--- src/rtl/core/pdt_pkg.sv ---
package pdt_pkg;

    // Coordinate format and squared distance format
    localparam int FRAC_BITS = 16;
    localparam int COORD_W   = 32;
    localparam int SQ_W      = 64;

    // Starting minimum: 100 squared units, saturated when it does not fit
    localparam logic [SQ_W-1:0] SQ_CAP = (2 * FRAC_BITS > 57) ? {SQ_W{1'b1}}
                                         : (64'd100 << (2 * FRAC_BITS));

    // Threshold register
    localparam int              TOL_W     = 39;
    localparam logic [TOL_W-1:0] TOL_RESET = 39'd429496730;

    // Register map: register index taken from paddr[3]
    localparam int         CFG_AW     = 4;
    localparam int         CFG_DW     = 64;
    localparam logic [0:0] REG_TOL_SQ = 1'b0;

    // Result field widths
    localparam int SLOT_W = 8;
    localparam int UCNT_W = 9;

    typedef enum logic [1:0] {
        S_IDLE,
        S_SCAN,
        S_DRAIN,
        S_COMMIT
    } t_state;

    // Controller to datapath
    typedef struct packed {
        logic load;
        logic scan;
        logic commit;
    } t_cmd;

    // Datapath to controller
    typedef struct packed {
        logic cnt_zero;
        logic scan_last;
        logic pipe_busy;
        logic out_free;
    } t_sts;

endpackage

--- src/rtl/core/pdt_ctrl.sv ---
module pdt_ctrl (
    input  logic          i_clk,
    input  logic          i_rst_n,
    input  logic          i_valid,
    output logic          o_ready,
    input  pdt_pkg::t_sts i_sts,
    output pdt_pkg::t_cmd o_cmd
);

    pdt_pkg::t_state r_state;
    pdt_pkg::t_state n_state;

    // State register
    always_ff @(posedge i_clk) begin
        if (!i_rst_n) begin
            r_state <= pdt_pkg::S_IDLE;
        end else begin
            r_state <= n_state;
        end
    end

    // Next state
    always_comb begin
        n_state = r_state;
        case (r_state)
            pdt_pkg::S_IDLE: begin
                if (i_valid) begin
                    n_state = i_sts.cnt_zero ? pdt_pkg::S_COMMIT : pdt_pkg::S_SCAN;
                end
            end
            pdt_pkg::S_SCAN: begin
                if (i_sts.scan_last) begin
                    n_state = pdt_pkg::S_DRAIN;
                end
            end
            pdt_pkg::S_DRAIN: begin
                if (!i_sts.pipe_busy) begin
                    n_state = pdt_pkg::S_COMMIT;
                end
            end
            pdt_pkg::S_COMMIT: begin
                if (i_sts.out_free) begin
                    n_state = pdt_pkg::S_IDLE;
                end
            end
            default: n_state = pdt_pkg::S_IDLE;
        endcase
    end

    // Outputs
    always_comb begin
        o_ready      = 1'b0;
        o_cmd.load   = 1'b0;
        o_cmd.scan   = 1'b0;
        o_cmd.commit = 1'b0;
        case (r_state)
            pdt_pkg::S_IDLE: begin
                o_ready    = 1'b1;
                o_cmd.load = i_valid;
            end
            pdt_pkg::S_SCAN: begin
                o_cmd.scan = 1'b1;
            end
            pdt_pkg::S_DRAIN: begin
            end
            pdt_pkg::S_COMMIT: begin
                o_cmd.commit = i_sts.out_free;
            end
            default: begin
            end
        endcase
    end

endmodule

--- config.mk ---
export PLATFORM = sky130hd
export DESIGN_NAME = pdt_ctrl
export DESIGN_NICKNAME = d
export VERILOG_FILES = /design/src/rtl/core/pdt_pkg.sv /design/src/rtl/core/pdt_ctrl.sv
export SDC_FILE = /design/constraint.sdc
export NUM_CORES = 1
export LEC_CHECK = 0
export BUFFER_PORTS_ARGS = -buffer_cell sky130_fd_sc_hd__buf_2
export CORE_AREA = 4 4 41 43
export CTS_BUF_LIST = sky130_fd_sc_hd__clkbuf_4 sky130_fd_sc_hd__clkbuf_8
export CTS_CLUSTER_SIZE = 16
export DETAILED_ROUTE_END_ITERATION = 8
export DIE_AREA = 0 0 45 47
export HOLD_SLACK_MARGIN = 0.12
export PLACE_DENSITY = 0.41
export RECOVER_POWER = 25
export SYNTH_ARGS = -nofsm -noshare
export SYNTH_HDL_FRONTEND = slang
export SYNTH_SLANG_ARGS = --single-unit
--- constraint.sdc ---
create_clock -name i_clk -period 4.8 [get_ports i_clk]
set_clock_uncertainty 0.2 [all_clocks]
set_input_delay 0.24 -clock i_clk [delete_from_list [all_inputs] [get_ports i_clk]]
set_output_delay 0.24 -clock i_clk [all_outputs]
set_load 0.02 [all_outputs]
==> Word-level counts from Yosys, hierarchy flattened <==
Index checks and enable logic that the tools add are counted.
{ "word_totals": {"regBits": 2} }
{ "op_classes": {"n_eq_ne": 7, "muxes": 10, "reduce_logical": 2} }
{ "op_table": {"columns": ["operator", "count"], "rows": [
  ["$mux 2", 5],
  ["$ne 2x2->1 const B", 4],
  ["$pmux 2 s4", 1],
  ["$eq 2x2->1 const B", 2],
  ["$mux 1", 4],
  ["$reduce_and 4->1", 1],
  ["$eq 2x1->1 const B", 1],
  ["$logic_not 2->1", 1]
]} }

==> Longest topological paths before layout <==
{ "depth": {"word_depth": 3, "mapped_depth": 5, "mapped_depth_nobuf": 5} }

==> Worst setup path after synthesis <==
No wires, ideal clock.
{ "synth_timing": {"path_kind": "register to register", "startpoint": "register r_state[1]", "endpoint": "register r_state[0]", "setup_time_ns": 0.116, "t_arrival_ns": 1.430, "required_time_ns": 4.484, "setup_slack_ns": 3.054, "stages_incl_launch_ff": 6, "path_buffers": 0, "synth_period_minus_slack_ns": 1.746, "path_cell_list": "dfxtp_1 inv_1 ha_1 nor2b_1 or4_1 o211a_1"} }
{ "synth_via": {"elab_chain_cells": 3, "elab_cells_between_ends": 10} }
{ "synth_lines": {"columns": ["element", "line", "text"], "rows": [
  ["from (decl)", "pdt_ctrl.sv:10", "pdt_pkg::t_state r_state;"],
  ["from (signal assigned)", "pdt_ctrl.sv:16", "r_state <= pdt_pkg::S_IDLE;"],
  ["from (signal assigned)", "pdt_ctrl.sv:18", "r_state <= n_state;"],
  ["$eq 2x1->1, or another cell as far along", "pdt_ctrl.sv:25", "case (r_state)"],
  ["$ne 2x2->1 (no line)", null, null],
  ["$reduce_and 4->1 (no line)", null, null]
]} }
Several ways; a longest one is shown, not always the timed one.
A chain may end at the register's enable or synchronous reset.

==> Worst setup path after layout <==
Same ends and word-level chain as after synthesis.

==> impl_metrics.yaml <==
cts:
  htreeDepth: 1
  tritoncts: "yes"
  path_clk_slew_ps: 30
  cts_sinks: 2
  numCtsBuffers: 3
  clk_latency_ps: 220
  cts_resized: 0
  clockBufferDepth: 2
  clock-root-buffer: "clkbuf_4"
finish:
  final_nets: 47
  area_growth_pct: 49.4
  final_cell_mix: "buf_2 (9), ha_1 (4), nor2b_1 (3), clkbuf_4 (3)"
  largest_reg_flops: 2
  fin_area_um2: 303
  drive_above_1_share: 0.412
  regMostFlops: "r_state"
  final_common_cell: "buf_2"
  reg.largest.list: "r_state x2"
  diodes: 0
  fin_cells: 49
floorplanning:
  floorplan.io_pins: 11
  dieArea_um2: 2120
  chipWidth_um: 45
  core_area_um2: 1300
  start_util: 0.156
  rows: 13
  die_h_um: 47
timing:
  tns_ps: 0
  max_freq_mhz: 582
  rsz0062_at_grt: "false"
  setup_ws_ps: 3080
  fin_crit_sh: 0.358
  max_slew.worst_pin.slew_ps: 305
  min_period_ps: 1720
  hold_violations: 0
  maxSlewHeadroom: 0.797
  final-setup-viol-count: 0
  slew_viol_final: 0
detailed_routing:
  ant_nets: 0
  wl_um: 478
  avgViaCountPerCell: 3.94
  post-route-drc-count: 0
  vias: 193
  first_pass_iters: 4
  drtIter0Drc: 1
  wl_per_cell_um: 9.76
synth:
  syn_inst: 20
  synth_nets: 31
  ys_seq_area_frac: 0.198
  synth.area.top_cells: "ha_1 (25%), dfxtp_1 (20%), a2111oi_4 (14%)"
  netlist.area_leader.share: 0.247
  synth-seq-cells: 2
  synth_area_per_cell_um2: 10.1
  syn_area_um2: 203
  synth_top_cell_by_area: "ha_1"
  ys_types: 11
  yosysWarnings: 0
global_routing:
  grt_use_total: 0.0544
  grt_pass1_wl_um: 745
  antenna_found_initial: 0
  grt_max_degree: 6
  grt_pass1_vias: 179
  overflow: 0
worst_setup_path:
  crit_type: "reg2reg"
  reg2reg_depth: 5
  path_max_fanout: 4
  cpMaxStageDelayCell: "or4_1"
  crit_arrival_ps: 1630
  cp_cell_sequence: "inv_1 > ha_1 > nor2b_1 > or4_1 > o211a_1"
  slowest_delay_ps: 470
  startpoint_type: "flop"
  critical_path_required_ps: 4710
  end_kind: "flop"
placement:
  place_congestion: 0.687
  dpl.hpwl_um: 409
  place_ws_ps: 3090
  post-place-cells: 45
  portBuffers: 10
  postPlaceCellArea_um2: 272
outcome:
  status: "completed"
power_and_ir_drop:
  leakage_nw: 0.153
  power_density_nw_per_um2: 606
  ir_worst_vdd_mv: 0.238
hold_path:
  hold_class: "in2reg"
  whs_path_depth: 3
job:
  max_cap_violations: 0
==> area by class of cell <==
class | instances | area (um^2)
Inverter | 2 | 7.51
Sequential cell | 2 | 40.0
Multi-Input combinational cell | 16 | 155
Clock buffer | 3 | 22.5
Tap cell | 15 | 18.8
Timing Repair Buffer | 11 | 58.8
Fill cell | 150 | 998
==> power by group <==
| group | total, mW | internal, mW | switching, mW |
|---|---|---|---|
| combinational | 0.113 | 0.0538 | 0.0594 |
| sequential | 0.0334 | 0.0248 | 0.00859 |
| clock | 0.0369 | 0.0276 | 0.00936 |
==> synth_stat cells <==
cell	instances
o211a_1	1
nand2_1	2
dfxtp_1	2
mux2i_1	1
inv_1	2
and2_1	2
or4_1	1
nor2b_1	3
a2111oi_4	1
ha_1	4
mux2_2	1
==> logic make-up after synthesis <==
kind of cell             synth area share
AO/OA/AOI/OAI                       0.185
adder cells (fa/ha/maj)             0.247
buffers and inverters              0.0371
flip-flops                          0.198
multiplexers                        0.105
AND/OR/NAND/NOR                     0.228
==> timing repair <==
item / in CTS / in global routing
hold buffers: 1 / 0
buffers inserted: 0 / 0
endpoints found under the hold margin: 2 / 0
==> layer usage <==
metal  global-route usage  share of wire  up-vias
li1                     -              -       98
met1               0.0566           0.42       82
met2               0.0706           0.42       13
met3               0.0613           0.16        0
met4               0.0175              0        0
met5                    0              0        -
==> worst paths after layout <==
path         startpoint    endpoint  slack (ps)
max          r_state[1]  r_state[0]        3080
min            i_sts[1]  r_state[1]         160
max reg2reg  r_state[1]  r_state[0]        3080
min reg2reg  r_state[1]  r_state[1]         300
==> critical path: cells and delay by family, from the launching register on <==
kind,cells,cell delay (ps)
simple gates,2,630
fa+ha+maj,1,190
compound gates,1,130
buf+inv,1,80
flops,1,370
==> metrics by stage <==
step | hold slack, ps | power [mW] | util
after global placement | 291 | 0.147 | 0.209
after floorplan | 173 | 0.123 | -
after global routing | 166 | 0.200 | 0.233
after CTS | 158 | 0.190 | 0.234
after detailed placement | 306 | 0.150 | 0.209
final | 163 | 0.184 | 0.233
Power figures use the tool's default switching activity.
